File: src/rtl/ssba_pkg.sv
// ----------------------------------------------------------------------------
// ssba_pkg: swap slot bitmap allocator shared definitions
// Sizes, request codes, controller states and the command and status groups
// passed between the controller and the datapath.
// ----------------------------------------------------------------------------
package ssba_pkg;

  // geometry of the slot space and of one sector run
  localparam int MAX_SLOTS        = 1024;
  localparam int SECTORS_PER_PAGE = 8;
  localparam int RESULT_LIMIT     = 8;
  localparam int RUN_LEN          = (SECTORS_PER_PAGE > RESULT_LIMIT) ?
                                    RESULT_LIMIT : SECTORS_PER_PAGE;
  localparam int BEAT_W           = (RUN_LEN > 1) ? $clog2(RUN_LEN) : 1;

  // field widths
  localparam int SLOT_W   = 10;
  localparam int SECTOR_W = 13;
  localparam int COUNT_W  = 11;

  // bitmap kept as rows of a memory
  localparam int ROW_BITS = 32;
  localparam int BIT_W    = $clog2(ROW_BITS);
  localparam int ROWS     = MAX_SLOTS / ROW_BITS;
  localparam int ROW_W    = SLOT_W - BIT_W;

  localparam logic [COUNT_W-1:0] SLOT_COUNT_RST = COUNT_W'(MAX_SLOTS);

  // request codes
  localparam logic REQ_ALLOC   = 1'b0;
  localparam logic REQ_RELEASE = 1'b1;

  typedef enum logic [1:0] {
    ST_IDLE,
    ST_READ,
    ST_CHECK,
    ST_EMIT
  } state_e;

  // controller to datapath
  typedef struct packed {
    logic accept;    // capture request, select starting row
    logic read;      // read current bitmap row
    logic next_row;  // step scan to next row
    logic commit;    // update row, start success run
    logic fail;      // start single failure beat
  } cmd_t;

  // datapath to controller
  typedef struct packed {
    logic is_release;
    logic hit;        // free slot found, or released slot is in use
    logic more;       // further rows lie below the limit
    logic run_done;   // last beat taken
  } sts_t;

endpackage

File: src/rtl/ssba_if.sv
// ----------------------------------------------------------------------------
// ssba_req_if / ssba_rsp_if: request and result channels
// Valid/ready channels carrying one request or one result beat.
// ----------------------------------------------------------------------------
interface ssba_req_if;
  logic                       valid;
  logic                       ready;
  logic                       req_type;
  logic [ssba_pkg::SLOT_W-1:0] slot_index;

  modport source (output valid, output req_type, output slot_index, input ready);
  modport sink   (input valid, input req_type, input slot_index, output ready);
endinterface

interface ssba_rsp_if;
  logic                         valid;
  logic                         ready;
  logic                         ok;
  logic [ssba_pkg::SLOT_W-1:0]   slot;
  logic [ssba_pkg::SECTOR_W-1:0] sector;
  logic                         last;

  modport source (output valid, output ok, output slot, output sector, output last,
                  input ready);
  modport sink   (input valid, input ok, input slot, input sector, input last,
                  output ready);
endinterface

File: src/rtl/ssba_ctrl.sv
// ----------------------------------------------------------------------------
// ssba_ctrl: request sequencer
// Steps each request through bitmap row reads, the check, and the result run.
// ----------------------------------------------------------------------------
module ssba_ctrl (
  input  logic           clk_i,
  input  logic           rst_ni,
  input  logic           req_valid_i,
  output logic           req_ready_o,
  input  ssba_pkg::sts_t sts_i,
  output ssba_pkg::cmd_t cmd_o
);

  ssba_pkg::state_e state_q, state_d;

  // state register
  always_ff @(posedge clk_i or negedge rst_ni) begin
    if (!rst_ni) begin
      state_q <= ssba_pkg::ST_IDLE;
    end else begin
      state_q <= state_d;
    end
  end

  // next state and commands
  always_comb begin
    state_d     = state_q;
    cmd_o       = '0;
    req_ready_o = 1'b0;
    case (state_q)
      ssba_pkg::ST_IDLE: begin
        req_ready_o = 1'b1;
        if (req_valid_i) begin
          cmd_o.accept = 1'b1;
          state_d      = ssba_pkg::ST_READ;
        end
      end
      ssba_pkg::ST_READ: begin
        cmd_o.read = 1'b1;
        state_d    = ssba_pkg::ST_CHECK;
      end
      ssba_pkg::ST_CHECK: begin
        if (sts_i.hit) begin
          cmd_o.commit = 1'b1;
          state_d      = ssba_pkg::ST_EMIT;
        end else if (!sts_i.is_release && sts_i.more) begin
          cmd_o.next_row = 1'b1;
          state_d        = ssba_pkg::ST_READ;
        end else begin
          cmd_o.fail = 1'b1;
          state_d    = ssba_pkg::ST_EMIT;
        end
      end
      ssba_pkg::ST_EMIT: begin
        if (sts_i.run_done) begin
          state_d = ssba_pkg::ST_IDLE;
        end
      end
      default: begin
        state_d = ssba_pkg::ST_IDLE;
      end
    endcase
  end

endmodule

File: src/rtl/ssba_dpath.sv
// ----------------------------------------------------------------------------
// ssba_dpath: bitmap store, slot search and result beat generator
// Holds the used-slot bitmap as rows of a memory with per-row valid bits,
// finds the lowest free slot in a row, and produces the sector beats.
// ----------------------------------------------------------------------------
module ssba_dpath (
  input  logic                          clk_i,
  input  logic                          rst_ni,
  input  logic                          cfg_we_i,
  input  logic [ssba_pkg::COUNT_W-1:0]  cfg_wdata_i,
  input  logic                          req_type_i,
  input  logic [ssba_pkg::SLOT_W-1:0]   slot_index_i,
  input  ssba_pkg::cmd_t                cmd_i,
  output ssba_pkg::sts_t                sts_o,
  output logic                          rsp_valid_o,
  input  logic                          rsp_ready_i,
  output logic                          rsp_ok_o,
  output logic [ssba_pkg::SLOT_W-1:0]   rsp_slot_o,
  output logic [ssba_pkg::SECTOR_W-1:0] rsp_sector_o,
  output logic                          rsp_last_o
);

  localparam int RB = ssba_pkg::ROW_BITS;
  localparam int RW = ssba_pkg::ROW_W;
  localparam int BW = ssba_pkg::BIT_W;
  localparam int CW = ssba_pkg::COUNT_W;

  logic [RB-1:0]                 mem [ssba_pkg::ROWS];
  logic [ssba_pkg::ROWS-1:0]     row_vld_q;
  logic [RB-1:0]                 rd_data_q;
  logic                          rd_vld_q;
  logic [CW-1:0]                 slot_count_q;
  logic                          kind_q;
  logic [ssba_pkg::SLOT_W-1:0]   want_q;
  logic [RW-1:0]                 row_q;

  logic                          out_vld_q;
  logic                          out_ok_q;
  logic [ssba_pkg::SLOT_W-1:0]   out_slot_q;
  logic [ssba_pkg::BEAT_W-1:0]   beat_q;

  logic [CW-1:0]                 limit;
  logic [RB-1:0]                 row_word;
  logic [RB-1:0]                 free_vec;
  logic                          free_any;
  logic [BW-1:0]                 free_bit;
  logic [BW-1:0]                 hit_bit;
  logic [RB-1:0]                 wr_word;
  logic [RW:0]                   row_next;
  logic                          in_range;
  logic                          beat_last;
  logic                          beat_take;

  // usable slot limit, saturated at the bitmap size
  assign limit = (slot_count_q > ssba_pkg::SLOT_COUNT_RST) ?
                 ssba_pkg::SLOT_COUNT_RST : slot_count_q;

  // configuration register
  always_ff @(posedge clk_i or negedge rst_ni) begin
    if (!rst_ni) begin
      slot_count_q <= ssba_pkg::SLOT_COUNT_RST;
    end else if (cfg_we_i) begin
      slot_count_q <= cfg_wdata_i;
    end
  end

  // request capture and row pointer
  always_ff @(posedge clk_i) begin
    if (cmd_i.accept) begin
      kind_q <= req_type_i;
      want_q <= slot_index_i;
      row_q  <= (req_type_i == ssba_pkg::REQ_RELEASE) ? slot_index_i[ssba_pkg::SLOT_W-1:BW]
                                                      : '0;
    end else if (cmd_i.next_row) begin
      row_q <= row_q + RW'(1);
    end
  end

  // a row never written reads as all free
  assign row_word = rd_vld_q ? rd_data_q : '0;

  // free slots of the row that lie below the limit
  always_comb begin
    for (int i = 0; i < RB; i++) begin
      free_vec[i] = !row_word[i] && ({1'b0, row_q, BW'(i)} < limit);
    end
  end

  // lowest free slot in the row
  always_comb begin
    free_any = 1'b0;
    free_bit = '0;
    for (int i = RB - 1; i >= 0; i--) begin
      if (free_vec[i]) begin
        free_any = 1'b1;
        free_bit = BW'(i);
      end
    end
  end

  assign in_range = {1'b0, want_q} < limit;
  assign hit_bit  = (kind_q == ssba_pkg::REQ_RELEASE) ? want_q[BW-1:0] : free_bit;
  assign row_next = {1'b0, row_q} + (RW + 1)'(1);

  // set the bit on allocate, clear it on release
  always_comb begin
    wr_word = row_word;
    wr_word[hit_bit] = (kind_q == ssba_pkg::REQ_ALLOC);
  end

  // bitmap row store
  always_ff @(posedge clk_i) begin
    if (cmd_i.read) begin
      rd_data_q <= mem[row_q];
    end
    if (cmd_i.commit) begin
      mem[row_q] <= wr_word;
    end
  end

  // row valid bits
  always_ff @(posedge clk_i or negedge rst_ni) begin
    if (!rst_ni) begin
      row_vld_q <= '0;
      rd_vld_q  <= 1'b0;
    end else begin
      if (cmd_i.read) begin
        rd_vld_q <= row_vld_q[row_q];
      end
      if (cmd_i.commit) begin
        row_vld_q[row_q] <= 1'b1;
      end
    end
  end

  // status to the controller
  assign beat_last = !out_ok_q || (beat_q == ssba_pkg::BEAT_W'(ssba_pkg::RUN_LEN - 1));
  assign beat_take = out_vld_q && rsp_ready_i;

  always_comb begin
    sts_o.is_release = (kind_q == ssba_pkg::REQ_RELEASE);
    sts_o.hit        = (kind_q == ssba_pkg::REQ_RELEASE) ?
                       (in_range && row_word[want_q[BW-1:0]]) : free_any;
    sts_o.more       = {row_next, BW'(0)} < limit;
    sts_o.run_done   = beat_take && beat_last;
  end

  // result beat control
  always_ff @(posedge clk_i or negedge rst_ni) begin
    if (!rst_ni) begin
      out_vld_q <= 1'b0;
    end else if (cmd_i.commit || cmd_i.fail) begin
      out_vld_q <= 1'b1;
    end else if (beat_take && beat_last) begin
      out_vld_q <= 1'b0;
    end
  end

  // result beat payload
  always_ff @(posedge clk_i) begin
    if (cmd_i.commit) begin
      out_ok_q   <= 1'b1;
      out_slot_q <= {row_q, hit_bit};
      beat_q     <= '0;
    end else if (cmd_i.fail) begin
      out_ok_q   <= 1'b0;
      out_slot_q <= (kind_q == ssba_pkg::REQ_RELEASE) ? want_q : '0;
      beat_q     <= '0;
    end else if (beat_take && !beat_last) begin
      beat_q <= beat_q + ssba_pkg::BEAT_W'(1);
    end
  end

  assign rsp_valid_o  = out_vld_q;
  assign rsp_ok_o     = out_ok_q;
  assign rsp_slot_o   = out_slot_q;
  assign rsp_last_o   = beat_last;
  assign rsp_sector_o = out_ok_q ?
    ssba_pkg::SECTOR_W'(32'(out_slot_q) * ssba_pkg::SECTORS_PER_PAGE + 32'(beat_q)) : '0;

endmodule

File: src/rtl/swap_slot_bitmap_allocator_core.sv
// ----------------------------------------------------------------------------
// swap_slot_bitmap_allocator_core: first-fit swap slot allocator
// Keeps a used bit per swap slot, allocates the lowest free slot or releases
// a named one, and emits the sector run of the slot.
// ----------------------------------------------------------------------------
//  channel  dir  payload                          beats per request
//  req_i    in   req_type, slot_index             1
//  rsp_o    out  ok, slot, sector, last           1 on failure, 8 on success
//  cfg      in   slot_count (cfg_we_i/cfg_wdata_i) n/a
//
//  release: accept, then a row read and the check, then the result beats
//  allocate: accept, then a row read and a check per 32-slot bitmap row scanned,
//    up to 32 rows, then the result beats
//  one request at a time: req_i is ready only once the last beat is taken
//  reset clears the per-row valid bits at once, so the bitmap reads all free
//  a stalled rsp_o holds its beat and the whole request waits on it
// ----------------------------------------------------------------------------
module swap_slot_bitmap_allocator_core (
  input  logic                         clk_i,
  input  logic                         rst_ni,
  input  logic                         cfg_we_i,
  input  logic [ssba_pkg::COUNT_W-1:0] cfg_wdata_i,
  ssba_req_if.sink                     req_i,
  ssba_rsp_if.source                   rsp_o
);

  ssba_pkg::cmd_t cmd;
  ssba_pkg::sts_t sts;
  logic           req_ready;

  // sequencer
  ssba_ctrl u_ctrl (
    .clk_i       (clk_i),
    .rst_ni      (rst_ni),
    .req_valid_i (req_i.valid),
    .req_ready_o (req_ready),
    .sts_i       (sts),
    .cmd_o       (cmd)
  );

  assign req_i.ready = req_ready;

  // bitmap and result datapath
  ssba_dpath u_dpath (
    .clk_i        (clk_i),
    .rst_ni       (rst_ni),
    .cfg_we_i     (cfg_we_i),
    .cfg_wdata_i  (cfg_wdata_i),
    .req_type_i   (req_i.req_type),
    .slot_index_i (req_i.slot_index),
    .cmd_i        (cmd),
    .sts_o        (sts),
    .rsp_valid_o  (rsp_o.valid),
    .rsp_ready_i  (rsp_o.ready),
    .rsp_ok_o     (rsp_o.ok),
    .rsp_slot_o   (rsp_o.slot),
    .rsp_sector_o (rsp_o.sector),
    .rsp_last_o   (rsp_o.last)
  );

  // no result beat while a new request can be taken
  a_idle_no_beat: assert property (@(posedge clk_i) disable iff (!rst_ni)
    !(req_ready && rsp_o.valid))
    else $error("result beat pending while request port is ready");

  // a failure is always a single last beat
  a_fail_last: assert property (@(posedge clk_i) disable iff (!rst_ni)
    (rsp_o.valid && !rsp_o.ok) |-> rsp_o.last)
    else $error("failure beat not flagged last");

  // within a run the sector steps by one on each taken beat
  a_sector_step: assert property (@(posedge clk_i) disable iff (!rst_ni)
    (rsp_o.valid && rsp_o.ready && !rsp_o.last) |=>
      (rsp_o.valid && rsp_o.sector == $past(rsp_o.sector) + 13'd1))
    else $error("sector run not consecutive");

  // commit and fail never fire together
  a_one_outcome: assert property (@(posedge clk_i) disable iff (!rst_ni)
    !(cmd.commit && cmd.fail))
    else $error("request both committed and failed");

endmodule

File: src/flat_wrapper.sv
// flat-port wrapper written by rule: the top's interface ports become plain ports
module swap_slot_bitmap_allocator_core_flat 
  (clk_i, rst_ni, cfg_we_i, cfg_wdata_i, req_i_valid, req_i_req_type, req_i_slot_index, req_i_ready, rsp_o_valid, rsp_o_ok, rsp_o_slot, rsp_o_sector, rsp_o_last, rsp_o_ready);
  ssba_req_if req_i_i ();
  ssba_rsp_if rsp_o_i ();
  input  logic clk_i;
  input  logic rst_ni;
  input  logic cfg_we_i;
  input  logic [ssba_pkg::COUNT_W-1:0] cfg_wdata_i;
  input wire logic [$bits(req_i_i.valid)-1:0] req_i_valid;
  input wire logic [$bits(req_i_i.req_type)-1:0] req_i_req_type;
  input wire logic [$bits(req_i_i.slot_index)-1:0] req_i_slot_index;
  output wire logic [$bits(req_i_i.ready)-1:0] req_i_ready;
  output wire logic [$bits(rsp_o_i.valid)-1:0] rsp_o_valid;
  output wire logic [$bits(rsp_o_i.ok)-1:0] rsp_o_ok;
  output wire logic [$bits(rsp_o_i.slot)-1:0] rsp_o_slot;
  output wire logic [$bits(rsp_o_i.sector)-1:0] rsp_o_sector;
  output wire logic [$bits(rsp_o_i.last)-1:0] rsp_o_last;
  input wire logic [$bits(rsp_o_i.ready)-1:0] rsp_o_ready;
  assign req_i_i.valid = req_i_valid;
  assign req_i_i.req_type = req_i_req_type;
  assign req_i_i.slot_index = req_i_slot_index;
  assign req_i_ready = req_i_i.ready;
  assign rsp_o_valid = rsp_o_i.valid;
  assign rsp_o_ok = rsp_o_i.ok;
  assign rsp_o_slot = rsp_o_i.slot;
  assign rsp_o_sector = rsp_o_i.sector;
  assign rsp_o_last = rsp_o_i.last;
  assign rsp_o_i.ready = rsp_o_ready;
  swap_slot_bitmap_allocator_core u_core (.clk_i(clk_i), .rst_ni(rst_ni), .cfg_we_i(cfg_we_i), .cfg_wdata_i(cfg_wdata_i), .req_i(req_i_i), .rsp_o(rsp_o_i));
endmodule
File: config.mk
export PLATFORM = sky130hd
export DESIGN_NAME = swap_slot_bitmap_allocator_core_flat
export DESIGN_NICKNAME = d
export VERILOG_FILES = /design/src/rtl/ssba_pkg.sv /design/src/rtl/ssba_if.sv /design/src/rtl/ssba_ctrl.sv /design/src/rtl/ssba_dpath.sv /design/src/rtl/swap_slot_bitmap_allocator_core.sv /design/src/flat_wrapper.sv
export SDC_FILE = /design/constraint.sdc
export NUM_CORES = 1
export LEC_CHECK = 0
export BUFFER_PORTS_ARGS = -buffer_cell sky130_fd_sc_hd__buf_2
export CAP_MARGIN = 30
export CORE_MARGIN = 2
export CORE_UTILIZATION = 60
export CTS_CLUSTER_DIAMETER = 40
export DETAILED_ROUTE_END_ITERATION = 7
export MAX_ROUTING_LAYER = met4
export PLACE_DENSITY = 0.73
export SLEW_MARGIN = 20
export SYNTH_ARGS = -nofsm -noshare
export SYNTH_HDL_FRONTEND = slang
export SYNTH_SLANG_ARGS = --single-unit
File: constraint.sdc
create_clock -name clk_i -period 10.68 [get_ports clk_i]
set_input_delay 1.068 -clock clk_i [delete_from_list [all_inputs] [get_ports clk_i]]
set_output_delay 1.068 -clock clk_i [all_outputs]
set_load 0.05 [all_outputs]
After elaboration in Yosys (flattened, before gate mapping)
Memory sizes are Yosys's and may differ from the RTL's. A register that Yosys moved wholly into a read port is not among the register bits.
Index checks and enable logic that the tools add are counted.
- register bits: 77
- latch bits: 0
- memory bits (writable): 1024
- ROM bits: 0
- memories: 1
- add/sub/neg operators: 4
- $mul: 0
- divide/modulo/power cells: 0
- magnitude comparators: 40
- equality and inequality tests: 6
- shift-type cells: 0
- muxes and demuxes: 103
- bitwise logic cells: 2
- reductions and logical operators: 82
- memories (name ; words ; bits a word ; read ports ; clocked after memory_dff ; wr ports ; line ; RTL):
    u_core.u_dpath.mem ; 32 ; 32 ; 1 ; 1 ; 1 ; ssba_dpath.sv:28 ; logic [RB-1:0] mem [ssba_pkg::ROWS];
- operators with widths (cell ; count):
    less-than comparator 10 x 11 -> 1 bit ; 33
    2-to-1 mux 5 bit ; 36
    2-to-1 mux 1 bit ; 50
    logical AND 1 bit ; 39
    logical NOT 1 bit ; 35
    bitwise mux 32 bit ; 1
    2-to-1 mux 32 bit ; 1
    bitwise OR 32 bit ; 1
    2-to-1 mux 10 bit ; 3
    less-than comparator 5 x 6 -> 1 bit (second input constant) ; 3
    adder 13 x 3 -> 13 bit ; 1
    2-to-1 mux 13 bit ; 1
    > comparator 11 bit (second input constant) ; 1
    less-than comparator 11 bit ; 1
    2-to-1 mux 11 bit ; 1
    binary-select mux 1 bit (select 5 bit) ; 2
    demux 1 bit (select 5 bit) ; 2
    greater-or-equal comparator 5 x 1 -> 1 bit (second input constant) ; 2
    2-to-1 mux 2 bit ; 4
    one-hot mux 2 bit (4 select lines) ; 1
    adder 5 x 1 -> 6 bit (second input constant) ; 1
    nonzero test 2 bit ; 3
    adder 5 x 1 -> 5 bit (second input constant) ; 1
    == test 2 bit (second input constant) ; 2
    11 further kinds ; 12

Logic depth before layout (Yosys ltp)
- depth after elaboration: 42
- mapped depth: 19

Cells and area by module
Synthesis repeated with hierarchy kept, for this count alone.
- cell total of the unflattened synthesis: 2278
- area, all modules: 45278.4 µm²
- modules (own cells, without submodules) (module ; times used ; cells each ; area an instance (µm²)):
    ssba_dpath ; 1 ; 2262 ; 45130.8
    ssba_ctrl ; 1 ; 16 ; 147.6

Worst setup path before layout
Ideal clock, no wire load.
- path kind: flip-flop to flip-flop
- start point: reg u_core.u_dpath.row_q[0]
- end point: mem u_core.u_dpath.mem[0][0] (netlist bit) (data pin)
- setup time: 563 ps
- arrival time: 5917 ps
- setup slack: 4200 ps
- stages on the path, launching flop included: 15
- path buffers: 4
- clock period less this slack: 6480 ps
- cells stage by stage: edfxtp_1 > clkbuf_1 > clkbuf_1 > clkbuf_1 > inv_1 > ha_1 > nand2b_1 > nor4b_4 > a22oi_2 > a221o_1 > a2111oi_2 > o311ai_2 > o311a_2 > buf_6 > o41ai_1
- word-level cells in the longest chain between the ends: 40
- elaborated cells between the ends (all ways): 103
- those cells by class: order compare: 34; mux: 36; reduce/logical: 33
- RTL lines (what ; line ; RTL):
    from (decl) ; ssba_dpath.sv:35 ; logic [RW-1:0] row_q;
    from (signal assigned) ; ssba_dpath.sv:72 ; row_q <= (req_type_i == ssba_pkg::REQ_RELEASE) ? slot_index_i[ssba_pkg::SLOT_W-1:BW]
    from (signal assigned) ; ssba_dpath.sv:75 ; row_q <= row_q + RW'(1);
    less-than comparator 10 x 11 -> 1 bit ; ssba_dpath.sv:85 ; free_vec[i] = !row_word[i] && ({1'b0, row_q, BW'(i)} < limit);
    logical AND 1 bit ; ssba_dpath.sv:85 ;
    2-to-1 mux 5 bit (31 in series) ; ssba_dpath.sv:94 ; if (free_vec[i]) begin
    2-to-1 mux 5 bit * ; ssba_dpath.sv:94 ;
    2-to-1 mux 5 bit * ; ssba_dpath.sv:102 ; assign hit_bit = (kind_q == ssba_pkg::REQ_RELEASE) ? want_q[BW-1:0] : free_bit;
    less-than comparator 5 x 6 -> 1 bit (not written as such) or greater-or-equal comparator 5 x 1 -> 1 bit (tied branches) ; ssba_dpath.sv:108 ; wr_word[hit_bit] = (kind_q == ssba_pkg::REQ_ALLOC);
    logical AND 1 bit (not written as such) ; ssba_dpath.sv:108 ;
    2-to-1 mux 1 bit (not written as such) ; ssba_dpath.sv:108 ;
    demux 1 bit (select 5 bit) * ; ssba_dpath.sv:108 ;
    bitwise mux 32 bit * ; ssba_dpath.sv:108 ;
    named net u_core.u_dpath.wr_word[0] ; ssba_dpath.sv:48 ; logic [RB-1:0] wr_word;
    to (decl) ; ssba_dpath.sv:28 ;
Mark *: on every way through the listed nets, which the timed path passes. The rest lies on a longest branch.

Worst setup path in the final report
- start point: reg u_core.u_dpath.slot_count_q[10]
- end point: mem u_core.u_dpath.mem[4][22] (netlist bit) (enable)
- word-level cells in the longest chain between the ends: 41
- elaborated cells between the ends (all ways): 105
- those cells by class: order compare: 34; mux: 38; reduce/logical: 33
- RTL lines (what ; line ; RTL):
    from (decl) ; ssba_dpath.sv:32 ; logic [CW-1:0] slot_count_q;
    from (signal assigned) ; ssba_dpath.sv:61 ; slot_count_q <= ssba_pkg::SLOT_COUNT_RST;
    from (signal assigned) ; ssba_dpath.sv:63 ; slot_count_q <= cfg_wdata_i;
    > comparator 11 bit ; ssba_dpath.sv:55 ; assign limit = (slot_count_q > ssba_pkg::SLOT_COUNT_RST) ?
    2-to-1 mux 11 bit * ; ssba_dpath.sv:55 ;
    less-than comparator 10 x 11 -> 1 bit ; ssba_dpath.sv:85 ;
    logical AND 1 bit ; ssba_dpath.sv:85 ;
    2-to-1 mux 1 bit (32 in series) ; ssba_dpath.sv:94 ;
    2-to-1 mux 1 bit * ; ssba_dpath.sv:142 ; sts_o.hit = (kind_q == ssba_pkg::REQ_RELEASE) ?
    2-to-1 mux 1 bit * ; ssba_ctrl.sv:43 ; if (sts_i.hit) begin
    2-to-1 mux 3 bit * ; ssba_ctrl.sv:30 ; case (state_q)
    2-to-1 mux 1 bit * ; ssba_dpath.sv:116 ; if (cmd_i.commit) begin
    2-to-1 mux 1 bit (not written as such) * ; ssba_dpath.sv:117 ; mem[row_q] <= wr_word;
Every way passes the cells marked *; elsewhere a longest branch is shown, timed or not.

==> flow_metrics.env <==
export IMPL_synth_edff_count=1082
export IMPL_via_count=25600
export IMPL_r2r_slack_ns=4.17
export IMPL_cts_num_sinks=1133
export IMPL_synthesis_nets=2365
export IMPL_rows=101
export IMPL_rr_endpoint="u_core.u_dpath.mem[4][22]"
export IMPL_synth_top_family_by_area="multiplexers"
export IMPL_syn_to_final_growth_pct=14.3
export IMPL_synth_area_leaders="edfxtp_1 71%, mux4_2 13%, dfrtp_1 2.5%"
export IMPL_worstPathArrival_ns=6.89
export IMPL_finalNonFillerCells=3529
export IMPL_n_fill_cell=4631
export IMPL_maxCapViolations=0
export IMPL_syn_area_sq_um=45900
export IMPL_ant_nets=0
export IMPL_hold_viol=0
export IMPL_cp_required_ns=11.06
export IMPL_routed_wl_um=132000
export IMPL_grt_met3_usage_pct=7.04
export IMPL_hold_path_class="in -> async"
export IMPL_synth_common_cells="1082 x edfxtp_1, 274 x mux4_2, 140 x a22oi_1"
export IMPL_h_tree_depth=4
export IMPL_syn_avg_cell_area_sq_um=19.9
export IMPL_tns_ns=0
export IMPL_antenna_found_initial=2
export IMPL_overflow=0
export IMPL_r2r_cells=13
export IMPL_drt_pass1_iterations=7
export IMPL_drcViolationCount=0
export IMPL_grt_use_met1_pct=48.0
export IMPL_hold_buffers=0
export IMPL_synth_xor_xnor_area_share_pct=0.0764
export IMPL_first_global_vias=25500
export IMPL_crit_path_end_kind="flop"
export IMPL_coreArea_sq_um=75800
export IMPL_path_max_fanout=62
export IMPL_via_per_inst=7.25
export IMPL_die_area_sq_um=78700
export IMPL_power_density_nw_per_um2=233
export IMPL_post_route_period_util_pct=61.0
export IMPL_worstMarginPinSlew_ns=1.13
export IMPL_netlist_area_leader_share_pct=70.8
export IMPL_io_buffers=53
export IMPL_cts_resized_gates=0
export IMPL_cts_root_buf="clkbuf_16"
export IMPL_slew_headroom_pct=24.9
export IMPL_rsz0062_at_grt="false"
export IMPL_gp_congestion=0.989
export IMPL_clk_pin_slew_ns=0.06
export IMPL_cts_made_buffers=132
export IMPL_power_leakage_uw=0.0172
export IMPL_dpl_cell_count=3282
export IMPL_finalClockSkew_ns=0.0384
export IMPL_globalRouteMet2Util_pct=53.5
export IMPL_setup_viol=0
export IMPL_track_usage_pct=35.4
export IMPL_yosys_warnings=0
export IMPL_worstSetupPathType="reg -> reg"
export IMPL_synthArstFlopShare_pct=4.15
export IMPL_ios=54
export IMPL_post_cts_buffers=0
export IMPL_synth_ff_type="edfxtp_1"
export IMPL_ys_ff_latch=1133
export IMPL_clkLatencyLatePin_ns=0.73
export IMPL_hpwl_um=75100
export IMPL_synth_compound_area_share_pct=5.90
export IMPL_synthSimpleGateAreaFrac_pct=4.01
export IMPL_seq_area_frac_synth_pct=73.6
export IMPL_grt_busiest_layer="met2"
export IMPL_status="completed"
export IMPL_cts_tree="built"
export IMPL_synth_cells=2311
export IMPL_die_w_um=281
export IMPL_drt_iter0_markers=3457
export IMPL_insertedDiodeCount=0
export IMPL_r2r_start="u_core.u_dpath.slot_count_q[10]"
export IMPL_regArea_sq_um=33700
export IMPL_grt_max_degree=147
export IMPL_multi_input_area_sq_um=11700
export IMPL_drive_gt1_share_pct=30.1
export IMPL_synthMostInstantiatedCell="edfxtp_1"
export IMPL_grt_pass1_wl_um=187000
export IMPL_initial_core_util_pct=60.5
export IMPL_min_period_ns=6.51
export IMPL_nets=2498
export IMPL_fmax_mhz=154
export IMPL_startpoint_type="flop"
export IMPL_synth_top_area_cell="edfxtp_1"
export IMPL_cts_max_path_buffers=3
export IMPL_ys_types=97
export IMPL_maxSlewViolCount=0
export IMPL_die_height_um=281
export IMPL_synth_fa_ha_area_share_pct=0.758
export IMPL_worst_ir_drop_vdd_v=0.000208
export IMPL_wire_per_inst_um=37.3
export IMPL_synthMuxAreaShare_pct=14.2
==> where the power goes <==
part	internal, uW	leakage [uW]	switching [uW]
combinational	587	0.00456	1400
clock	2690	0.00214	1850
sequential	5510	0.0105	161
==> area by class of cell <==
| class | count | share of cell area [%] |
|---|---|---|
| multi-input combinational | 1013 | 22.4 |
| clock buffer | 151 | 6.54 |
| timing repair buffer | 146 | 2.22 |
| inverter | 18 | 0.129 |
| clock inverter | 90 | 2.03 |
| tap | 978 | 2.33 |
| sequential | 1133 | 64.4 |
==> per-stage QoR <==
step | total power [uW] | instance area [sq um] | setup WS [ns] | hold WS [ns] | utilization, %
after floorplan | 6900 | 45900 | 4.20 | 0.433 | -
after global placement | 7630 | 47600 | 4.25 | 0.444 | 62.7
after detailed placement | 7710 | 47800 | 4.23 | 0.450 | 63.0
after CTS | 12200 | 52300 | 4.23 | 0.283 | 69.0
after global routing | 12500 | 52400 | 3.93 | 0.305 | 69.1
final | 12200 | 52400 | 4.17 | 0.299 | 69.1
==> worst max-delay path: stages (launching register included) <==
cell and delay (ns):
dfstp_2 0.79, inv_1 0.28, nand2_1 0.18, ha_1 0.34
and4b_1 0.46, nand3_1 0.32, nand3_1 0.20, a21oi_1 0.45
a2111oi_4 0.11, nor2b_1 0.20, a211oi_4 0.73, buf_4 0.71
and3_2 0.88, buf_4 0.47
==> kinds of logic after synthesis <==
group / count (synthesis)
mux: 306
fa+ha+maj: 28
buf+inv: 165
flops: 1133
simple gates: 326
xor+xnor: 4
compound gates: 349
==> registers in the layout, indices dropped and copies added (netlist names) <==
name / cells
u_core.u_dpath.row_q: 5
u_core.u_dpath.rd_data_q: 32
u_core.u_ctrl.state_q: 2
u_core.u_dpath.rd_vld_q: 1
u_core.u_dpath.rsp_valid_o: 1
u_core.u_dpath.mem: 1024
u_core.u_dpath.kind_q: 1
u_core.u_dpath.rsp_slot_o: 10
u_core.u_dpath.beat_q: 3
u_core.u_dpath.want_q: 10
u_core.u_dpath.row_vld_q: 32
u_core.u_dpath.rsp_ok_o: 1
u_core.u_dpath.slot_count_q: 11
==> cell usage in the layout (no fill, tap or decap), types with 14 or more instances in the layout <==
cell type / synthesis / final
nor2_1: 43 / 40
nand4_1: 42 / 42
and2_1: 21 / 21
bufinv_16: 0 / 14
inv_1: 18 / 18
buf_4: 3 / 74
ha_1: 27 / 26
and3_2: 0 / 26
a31o_2: 32 / 32
a21oi_1: 35 / 29
edfxtp_1: 1082 / 1082
dfrtp_1: 46 / 46
o21ai_0: 19 / 19
clkbuf_16: 0 / 134
inv_6: 0 / 15
nand3_1: 35 / 35
buf_2: 16 / 54
clkbuf_1: 100 / 16
a22oi_1: 140 / 138
nand2_1: 67 / 67
clkinv_1: 0 / 17
clkinvlp_4: 0 / 14
nor3_1: 20 / 14
mux4_2: 274 / 274
==> layer usage <==
| layer | vias up | routed length (um) | share of wire [%] |
|---|---|---|---|
| li1 | 10100 | - | - |
| met2 | 1765 | 63000 | 48 |
| met1 | 13400 | 49100 | 37 |
| met3 | 347 | 13700 | 10 |
| met4 | 0 | 6040 | 4.6 |
| met5 | - | 0 | 0 |
==> how the worst max path moves through the flow <==
stage / start / endpoint / slack, ns
finish: u_core.u_dpath.slot_count_q[10] / u_core.u_dpath.mem[4][22] / 4.17
global route: u_core.u_dpath.slot_count_q[10] / u_core.u_dpath.mem[4][23] / 3.93
CTS: u_core.u_dpath.row_q[0] / u_core.u_dpath.mem[5][11] / 4.23
detailed placement: u_core.u_dpath.row_q[0] / u_core.u_dpath.mem[5][31] / 4.23
global placement: u_core.u_dpath.row_q[0] / u_core.u_dpath.mem[4][20] / 4.25
floorplan: u_core.u_dpath.row_q[0] / u_core.u_dpath.mem[0][0] / 4.20
Power figures use the tool's default switching activity.
